===== config.mk =====
export PLATFORM = sky130hd
export DESIGN_NAME = cyclic_async_buffer_slot_manager_unit_flat
export DESIGN_NICKNAME = d
export VERILOG_FILES = /design/src/rtl/cabsm_pkg.sv /design/src/rtl/cabsm_ifs.sv /design/src/rtl/cabsm_core.sv /design/src/rtl/cyclic_async_buffer_slot_manager_unit.sv /design/src/flat_wrapper.sv
export SDC_FILE = /design/constraint.sdc
export NUM_CORES = 1
export LEC_CHECK = 0
export BUFFER_PORTS_ARGS = -buffer_cell sky130_fd_sc_hd__buf_2
export CAP_MARGIN = 20
export CORE_MARGIN = 1
export CORE_UTILIZATION = 55
export DETAILED_ROUTE_END_ITERATION = 8
export PLACE_DENSITY = 0.75
export SYNTH_ARGS = -nofsm -noshare
export SYNTH_HDL_FRONTEND = slang
export SYNTH_SLANG_ARGS = --single-unit
export TNS_END_PERCENT = 30

===== constraint.sdc =====
create_clock -name clk -period 3.28 [get_ports clk]
set_input_delay 0.328 -clock clk [delete_from_list [all_inputs] [get_ports clk]]
set_output_delay 0.328 -clock clk [all_outputs]
set_load 0.02 [all_outputs]

===== src/rtl/cabsm_pkg.sv =====
package cabsm_pkg;

  localparam int SLOT_W  = 3;
  localparam int COUNT_W = 4;
  localparam int SLOTS   = 8;

  localparam logic [COUNT_W-1:0] COUNT_MAX = 4'd15;

  typedef enum logic [1:0] {
    FUNC_RESERVE = 2'd0,
    FUNC_PUT     = 2'd1,
    FUNC_GET     = 2'd2,
    FUNC_UNGET   = 2'd3
  } func_t;

  typedef logic [SLOTS-1:0][COUNT_W-1:0] counters_t;

  typedef struct packed {
    logic               ok;
    logic [SLOT_W-1:0]  slot_out;
    logic [COUNT_W-1:0] link_count;
  } result_t;

  typedef struct packed {
    logic               cnt_we;
    logic [SLOT_W-1:0]  cnt_idx;
    logic [COUNT_W-1:0] cnt_val;
    logic               head_we;
    logic [SLOT_W-1:0]  head_val;
  } update_t;

endpackage


===== src/rtl/cabsm_ifs.sv =====
interface cabsm_req_if
  import cabsm_pkg::*;
();
  logic              valid;
  logic              ready;
  logic [1:0]        func;
  logic [SLOT_W-1:0] slot;

  modport source (output valid, output func, output slot, input ready);
  modport sink (input valid, input func, input slot, output ready);
endinterface

interface cabsm_rsp_if
  import cabsm_pkg::*;
();
  logic               valid;
  logic               ready;
  logic               ok;
  logic [SLOT_W-1:0]  slot_out;
  logic [COUNT_W-1:0] link_count;

  modport source (output valid, output ok, output slot_out, output link_count, input ready);
  modport sink (input valid, input ok, input slot_out, input link_count, output ready);
endinterface


===== src/rtl/cabsm_core.sv =====
module cabsm_core
  import cabsm_pkg::*;
#(
  parameter int NUM_TASKS = 7
) (
  input  counters_t          counters,
  input  logic [SLOT_W-1:0]  head,
  input  logic [1:0]         func,
  input  logic [SLOT_W-1:0]  slot,
  output result_t            result,
  output update_t            update
);

  localparam int SlotCount = (NUM_TASKS + 1 < SLOTS) ? NUM_TASKS + 1 : SLOTS;
  localparam logic [SLOT_W:0] SlotLim = (SLOT_W + 1)'(SlotCount);

  logic              free_found;
  logic [SLOT_W-1:0] free_idx;
  logic              slot_in_range;
  logic              head_in_range;
  logic [COUNT_W-1:0] slot_cnt;
  logic [COUNT_W-1:0] head_cnt;
  func_t             op;

  assign op            = func_t'(func);
  assign slot_in_range = {1'b0, slot} < SlotLim;
  assign head_in_range = {1'b0, head} < SlotLim;
  assign slot_cnt      = counters[slot];
  assign head_cnt      = counters[head];

  always_comb begin
    free_found = 1'b0;
    free_idx   = '0;
    for (int i = 0; i < SLOTS; i++) begin
      if (!free_found && (i < SlotCount) && (counters[i] == '0) &&
          (head != SLOT_W'(i))) begin
        free_found = 1'b1;
        free_idx   = SLOT_W'(i);
      end
    end
  end

  always_comb begin
    result = '0;
    update = '0;
    unique case (op)
      FUNC_RESERVE: begin
        if (free_found) begin
          result = '{ok: 1'b1, slot_out: free_idx, link_count: COUNT_W'(1)};
          update.cnt_we  = 1'b1;
          update.cnt_idx = free_idx;
          update.cnt_val = COUNT_W'(1);
        end
      end
      FUNC_PUT: begin
        result.slot_out = slot;
        if (slot_in_range) begin
          result.ok       = 1'b1;
          update.cnt_we   = 1'b1;
          update.cnt_idx  = slot;
          update.cnt_val  = '0;
          update.head_we  = 1'b1;
          update.head_val = slot;
        end
      end
      FUNC_GET: begin
        result.slot_out = head;
        if (head_in_range) begin
          result.ok      = 1'b1;
          update.cnt_we  = 1'b1;
          update.cnt_idx = head;
          update.cnt_val = (head_cnt == COUNT_MAX) ? head_cnt : head_cnt + 1'b1;
          result.link_count = update.cnt_val;
        end
      end
      FUNC_UNGET: begin
        result.slot_out = slot;
        if (slot_in_range && slot_cnt != '0) begin
          result.ok      = 1'b1;
          update.cnt_we  = 1'b1;
          update.cnt_idx = slot;
          update.cnt_val = slot_cnt - 1'b1;
          result.link_count = update.cnt_val;
        end
      end
      default: begin
        result = '0;
        update = '0;
      end
    endcase
  end

endmodule


===== src/rtl/cyclic_async_buffer_slot_manager_unit.sv =====
// Channel  Dir  Fields                      Handshake
// req      in   func, slot                  valid/ready
// rsp      out  ok, slot_out, link_count    valid/ready
// cfg      in   cfg_data (first_slot)       cfg_we, no wait
//
// One request per cycle sustained while rsp accepts; a result is offered after
// accept through the input register, then the result register. The counter file
// update and the result register load happen on the same edge, so back-to-back
// requests see each other's effect. Reset clears all counters and sets the head to 0.
// A stalled rsp holds the result and lets one more request into the input
// register before req.ready drops.
module cyclic_async_buffer_slot_manager_unit
  import cabsm_pkg::*;
#(
  parameter int NUM_TASKS = 7
) (
  input  logic              clk,
  input  logic              rst,
  input  logic              cfg_we,
  input  logic [SLOT_W-1:0] cfg_data,
  cabsm_req_if.sink         req,
  cabsm_rsp_if.source       rsp
);

  logic              in_valid;
  logic [1:0]        in_func;
  logic [SLOT_W-1:0] in_slot;
  logic              out_valid;
  result_t           out_res;
  counters_t         counters;
  logic [SLOT_W-1:0] head;
  logic              advance;
  result_t           res_next;
  update_t           upd;

  assign advance   = in_valid && (!out_valid || rsp.ready);
  assign req.ready = !in_valid || advance;

  cabsm_core #(.NUM_TASKS(NUM_TASKS)) u_core (
    .counters (counters),
    .head     (head),
    .func     (in_func),
    .slot     (in_slot),
    .result   (res_next),
    .update   (upd)
  );

  always_ff @(posedge clk) begin
    if (rst) begin
      in_valid <= 1'b0;
    end else if (req.ready) begin
      in_valid <= req.valid;
    end
  end

  always_ff @(posedge clk) begin
    if (req.ready && req.valid) begin
      in_func <= req.func;
      in_slot <= req.slot;
    end
  end

  always_ff @(posedge clk) begin
    if (rst) begin
      out_valid <= 1'b0;
    end else if (advance) begin
      out_valid <= 1'b1;
    end else if (rsp.ready) begin
      out_valid <= 1'b0;
    end
  end

  always_ff @(posedge clk) begin
    if (advance) begin
      out_res <= res_next;
    end
  end

  // first_slot only seeds the head, so the head register is all that is kept
  always_ff @(posedge clk) begin
    if (rst) begin
      counters <= '0;
      head     <= '0;
    end else begin
      if (cfg_we) begin
        head <= cfg_data;
      end else if (advance && upd.head_we) begin
        head <= upd.head_val;
      end
      if (advance && upd.cnt_we) begin
        counters[upd.cnt_idx] <= upd.cnt_val;
      end
    end
  end

  assign rsp.valid      = out_valid;
  assign rsp.ok         = out_res.ok;
  assign rsp.slot_out   = out_res.slot_out;
  assign rsp.link_count = out_res.link_count;

endmodule


===== src/flat_wrapper.sv =====
// flat-port wrapper written by rule: the top's interface ports become plain ports
module cyclic_async_buffer_slot_manager_unit_flat import cabsm_pkg::*;
#(
  parameter int NUM_TASKS = 7
)
  (clk, rst, cfg_we, cfg_data, req_valid, req_func, req_slot, req_ready, rsp_valid, rsp_ok, rsp_slot_out, rsp_link_count, rsp_ready);
  cabsm_req_if req_i ();
  cabsm_rsp_if rsp_i ();
  input  logic clk;
  input  logic rst;
  input  logic cfg_we;
  input  logic [SLOT_W-1:0] cfg_data;
  input wire logic [$bits(req_i.valid)-1:0] req_valid;
  input wire logic [$bits(req_i.func)-1:0] req_func;
  input wire logic [$bits(req_i.slot)-1:0] req_slot;
  output wire logic [$bits(req_i.ready)-1:0] req_ready;
  output wire logic [$bits(rsp_i.valid)-1:0] rsp_valid;
  output wire logic [$bits(rsp_i.ok)-1:0] rsp_ok;
  output wire logic [$bits(rsp_i.slot_out)-1:0] rsp_slot_out;
  output wire logic [$bits(rsp_i.link_count)-1:0] rsp_link_count;
  input wire logic [$bits(rsp_i.ready)-1:0] rsp_ready;
  assign req_i.valid = req_valid;
  assign req_i.func = req_func;
  assign req_i.slot = req_slot;
  assign req_ready = req_i.ready;
  assign rsp_valid = rsp_i.valid;
  assign rsp_ok = rsp_i.ok;
  assign rsp_slot_out = rsp_i.slot_out;
  assign rsp_link_count = rsp_i.link_count;
  assign rsp_i.ready = rsp_ready;
  cyclic_async_buffer_slot_manager_unit #(.NUM_TASKS(NUM_TASKS)) u_core (.clk(clk), .rst(rst), .cfg_we(cfg_we), .cfg_data(cfg_data), .req(req_i), .rsp(rsp_i));
endmodule

======== Word-level counts from Yosys, hierarchy flattened ========
Cells that the tools add are included.
storage, ports and cells
  ROM bits ................................ 0
  output and inout bits ................... 10
  memory bits (writable) .................. 0
  bits in latches ......................... 0
  input port bits ......................... 13
  register bits ........................... 50
  memories ................................ 0
cells by class
  mux-type cells .......................... 35
  shift-type cells ........................ 0
  reduce and logical (&&, ||, !) cells .... 44
  add/sub/neg operators ................... 2
  magnitude comparators ................... 4
  bitwise gates (word level) .............. 0
  multiply operators ...................... 0
  equality and inequality tests ........... 11
  divide/modulo/power cells ............... 0
operators by type and width
  kind                                                                          number
  32-bit bitwise mux                                                            1
  4-bit zero test                                                               8
  8-bit one-hot mux with 4 select lines                                         1
  4-bit binary-select mux with 3-bit select                                     2
  4-bit 2-to-1 mux                                                              6
  1-bit logical AND                                                             20
  3-bit 2-to-1 mux                                                              6
  8-bit 2-to-1 mux                                                              2
  4-bit one-hot mux with 4 select lines                                         1
  4-bit demux with 3-bit select                                                 1
  3-bit by 4-bit less-than comparator with 1-bit output, second input constant  3
  1-bit 2-to-1 mux                                                              12
  3-bit inequality test, second input constant                                  4
  4-bit one-hot mux with 3 select lines                                         1
  1-bit zero test                                                               9
  3-bit by 2-bit inequality test with 1-bit output, second input constant       2
  4-bit by 1-bit adder with 4-bit output, second input constant                 1
  2-bit == test, second input constant                                          2
  4-bit == test, second input constant                                          1
  2-bit 2-to-1 mux                                                              2
  2-bit nonzero test                                                            2
  4-bit nonzero test                                                            1
  4-bit by 1-bit subtractor with 4-bit output, second input constant            1
  3-bit by 1-bit >= comparator with 1-bit output, second input constant         1
  other kinds (5)                                                               6

======== Depth between registers and ports, before layout ========
  word-level depth ........................ 38
  mapped depth ............................ 10

======== Cells and area by module ========
Synthesis repeated with hierarchy kept, for this count alone.
second synthesis, totals
  cells, all modules ...................... 307
  area, all modules ....................... 3,175.5 um^2
by module, submodules not included
  module                                 cells each  instances  sequential area each (um^2)  area each (um^2)
  cyclic_async_buffer_slot_manager_unit  168         1          1,131.1                      1,988.2
  cabsm_core                             139         1          0.0                          1,187.4

======== Worst setup path after synthesis ========
OpenSTA, ideal clock, no wires.
  path kind ............................... register to register
  start ................................... reg u_core.in_slot[0]
  end ..................................... reg u_core.counters[12] (netlist bit)
  setup slack ............................. 0.382 ns
  stages on the path, launching flop included .. 11
  buffers on the path ..................... 1
  required time ........................... 3.208 ns
  library setup time ...................... 0.072 ns
  data arrival time ....................... 2.827 ns
  period minus slack after synthesis ...... 2.898 ns
  path through ............................ edfxtp_1 > buf_6 > mux4_1 > mux2i_1 > ha_1 > nand2_1 > or3_4 > nand3_2 > or3b_4 > nand4_4 > mux2i_1
between the ends
  cells in the longest elaborated chain, start to end .. 10
ends and longest elaborated chain
  element                                                                                                                                               RTL line                                     RTL
  start, declared                                                                                                                                       cyclic_async_buffer_slot_manager_unit.sv:27  logic [SLOT_W-1:0] in_slot;
  start signal, assigned                                                                                                                                cyclic_async_buffer_slot_manager_unit.sv:59  in_slot <= req.slot;
  4-bit binary-select mux with 3-bit select                                                                                                             cabsm_core.sv:28                             assign slot_cnt = counters[slot];
  4-bit 2-to-1 mux (not written as such)                                                                                                                cabsm_core.sv:28
  4-bit nonzero test                                                                                                                                    cabsm_core.sv:78                             if (slot_in_range && slot_cnt != '0) begin
  8-bit 2-to-1 mux                                                                                                                                      cabsm_core.sv:78
  8-bit one-hot mux with 4 select lines *                                                                                                               cabsm_core.sv:46                             unique case (op)
  3-bit by 4-bit less-than comparator with 1-bit output (not written as such) / 3-bit by 1-bit >= comparator with 1-bit output (equally long branches)  cyclic_async_buffer_slot_manager_unit.sv:91  counters[upd.cnt_idx] <= upd.cnt_val;
  1-bit logical AND (not written as such)                                                                                                               cyclic_async_buffer_slot_manager_unit.sv:91
  4-bit 2-to-1 mux (not written as such)                                                                                                                cyclic_async_buffer_slot_manager_unit.sv:91
  4-bit demux with 3-bit select                                                                                                                         --
  32-bit bitwise mux                                                                                                                                    cyclic_async_buffer_slot_manager_unit.sv:91
  end signal, assigned by index                                                                                                                         cyclic_async_buffer_slot_manager_unit.sv:91
  end, declared                                                                                                                                         cyclic_async_buffer_slot_manager_unit.sv:30  counters_t counters;
Mark *: on every way between the ends. The rest lies on a longest branch, timed or not. The select of a mux whose other input is x is not followed.
A chain may end at the register's enable or synchronous reset.

======== Worst setup path in the final report ========
  start ................................... reg u_core.in_slot[0]
  end ..................................... reg u_core.counters[13] (netlist bit)
Same word-level chain as after synthesis.

==> run_results.csv <==
group,metric,value,unit
timing,final-setup-viol-count,0,
global_routing,grt_pass1_vias,2394,
setup_path,worstPathArrival,3340,ps
die,start_util,0.578,
global_routing,antenna_found_initial,0,
die,die_y,78.6,µm
cts,clk_path_buf_depth,2,
die,die_area,0.00617,mm²
timing,maxSlewHeadroom,0.486,
die,die_w,78.6,µm
logic_synthesis,synth-main-ff-cell,"dfxtp_1",
setup_path,crit_path_frequent_cell,"mux2i_1",
timing,tightest_slew,761,ps
logic_synthesis,synth_edf_count,13,
setup_path,cp_data_required_time,3510,ps
die,core-area,0.00557,mm²
logic_synthesis,ys_top_cells_by_area,"dfxtp_1, mux2i_1, edfxtp_1",
cts,tritoncts,"done",
cells_and_area,final_cell_mix,"mux2i_1, nand2b_1, dfxtp_1, buf_2, nor2_1",
cts,htree_num_levels,2,
power,ir_worst_vdd,0.226,mV
power,power_density,351,mW/mm²
detailed_routing,drt-pass1-iter-count,4,
detailed_routing,drc,0,
detailed_routing,drt_wl_total,7730,µm
cts,cts_sinks,50,
timing,tns,0,ps
timing,drv_slew,0,
setup_path,critPathKind,"reg2reg",
place,port_buffers,22,
cts,clk_pin_slew_worst_paths,100,ps
cts,ctsResizeCount,0,
detailed_routing,drt_iter0_drc,275,
timing,fin_crit,3110,ps
cells_and_area,multi_input_area,0.00199,mm²
logic_synthesis,synth_cell_types,57,
cells_and_area,finalNetCount,331,
timing,finalHoldViolations,0,
cells_and_area,ff_latch_area,0.00113,mm²
cells_and_area,area_delta_synth_final,10.1,%
logic_synthesis,synth.ff_latch_count,50,
setup_path,crit_family,"simple AND/OR/NAND/NOR gates",
detailed_routing,num_vias,2469,
place,dp_hpwl,5860,µm
setup_path,slowest_delay,590,ps
global_routing,overflow,0,
detailed_routing,wl_per_cell,19.9,µm
cells_and_area,final_common_cell,"mux2i_1",
timing,clock-skew-final,7.35,ps
flow_run,max-cap-violations,0,
timing,max_freq,0.322,GHz
logic_synthesis,syn-instance-count,290,
global_routing,grt_max_degree,42,
die,core.rowCount,27,
cts,ctsHoldBuffers,0,
setup_path,cp_slowest_cell,"mux4_1",
logic_synthesis,synth_largest_area_cell,"dfxtp_1",
detailed_routing,via_per_inst,6.35,
cells_and_area,n_fill_cell,459,
logic_synthesis,synth_nets,305,
global_routing,grt.total_usage,0.270,
place,place_congestion,0.965,
setup_path,cp-start-kind,"flop",
logic_synthesis,ys.warnings.count,0,
timing,hold_ws,189,ps
logic_synthesis,avgSynthCellArea,11.1,µm²
detailed_routing,route.antenna.remaining_nets,0,
timing,min_period_over_period,0.948,
cts,root_buffer,"clkbuf_8",
die,io_pins,23,
setup_path,worst_setup_path_end_kind,"flop",
run_status,outcome,"completed",
logic_synthesis,synth.top_cell.area_share,0.230,
setup_path,crit_fanout,7,
cts,worstSkewPairLatency,310,ps
global_routing,grt_first_pass_wirelength,12400,µm
worst_hold_path,min_path_type,"in2reg",
timing,rsz0062_at_grt,"no",
logic_synthesis,synth_sequential_area_ratio,0.351,
setup_path,cp_cell_sequence,"mux4_1 > mux2i_1 > ha_1 > nand2_1 > or3_4 > nand3_2 > or3b_4 > nand4_4 > mux2i_1",
logic_synthesis,async_flop_share,0,
cells_and_area,drive_gt1_frac,0.259,
cts,post-cts-setup-buffer-count,0,
cts,numCtsBuffers,5,
power,power_leakage,1.49,nW
cells_and_area,num_antenna_cells,0,
logic_synthesis,synth.cell_area,0.00322,mm²
setup_path,crit_buf_inv,0,
## area by class of cell
cell class                      count  area share
Timing Repair Buffer               36      0.0607
Tap cell                           72      0.0254
Multi-Input combinational cell    220       0.560
Sequential cell                    50       0.319
Inverter                            3     0.00317
Clock buffer                        5      0.0194
Clock inverter                      3      0.0123
## synthesized netlist by cell type, types with 4 or more instances
cell / n
mux2_2: 4
nor3_1: 4
a21oi_1: 10
nor2_1: 16
or4_1: 4
mux4_2: 11
clkbuf_1: 7
mux4_1: 5
nand3_1: 6
nand2_1: 12
nand2b_1: 38
nand3b_1: 4
edfxtp_1: 13
dfxtp_1: 37
mux2i_1: 42
o22ai_1: 6
nor4_1: 5
## per-layer routing
metal	routed length [µm]	track usage
met5	0	0
met4	160	0.100
met3	585	0.0535
met2	3640	0.430
met1	3340	0.362
## worst reg2reg max path: stages, from the launching register on
cell and delay, ps:
edfxtp_1 550, mux4_1 590, mux2i_1 260, ha_1 220, nand2_1 80, or3_4 360, nand3_2 140, or3b_4 470
nand4_4 160, mux2i_1 200
## flip-flops by register name, summed over array words and instances (netlist names)
signal and flops:
u_core.in_func 2, u_core.in_valid 1, u_core.rsp.valid 1, u_core.rsp.slot_out 3
u_core.rsp.link_count 4, u_core.in_slot 3, u_core.rsp.ok 1, u_core.head 3
u_core.counters 32
## stage by stage
stage / instances / total power, mW / setup WS [ps] / utilization / instance area [µm²]
floorplan: 290 / 0.782 / 382 / - / 3220
global placement: 381 / 0.819 / 296 / 0.616 / 3430
detailed placement: 381 / 0.822 / 195 / 0.616 / 3430
CTS: 389 / 1.26 / 166 / 0.636 / 3550
global route: 389 / 1.29 / 14.4 / 0.636 / 3550
finish: 389 / 1.25 / 171 / 0.636 / 3550
## cell families after synthesis
group | count (synthesis) | share of synthesized area
and+or+nand+nor | 118 | 0.250
muxes | 63 | 0.267
DFF | 50 | 0.351
AOI/OAI and AO/OA | 35 | 0.0870
buffers and inverters | 20 | 0.0326
xor gates and xnor gates | 2 | 0.00544
adders and majority gates | 2 | 0.00776
## report_power, final
part           internal, mW  switching, mW  total, mW
registers             0.647         0.0195      0.666
logic                0.0624         0.0798      0.142
clock network         0.228          0.211      0.438
total                 0.937          0.310       1.25
## worst paths after layout
| kind | cells past startpoint | slack (ps) | from | end |
|---|---|---|---|---|
| worst min-delay path | 1 | 190 | req_slot[1] | u_core.in_slot[1] |
| worst min register to register | 2 | 510 | u_core.counters[3] | u_core.counters[3] |
| worst max register to register | 9 | 170 | u_core.in_slot[0] | u_core.counters[13] |
| worst max-delay path | 9 | 170 | u_core.in_slot[0] | u_core.counters[13] |
No activity file was read; power rests on OpenSTA's default activity.
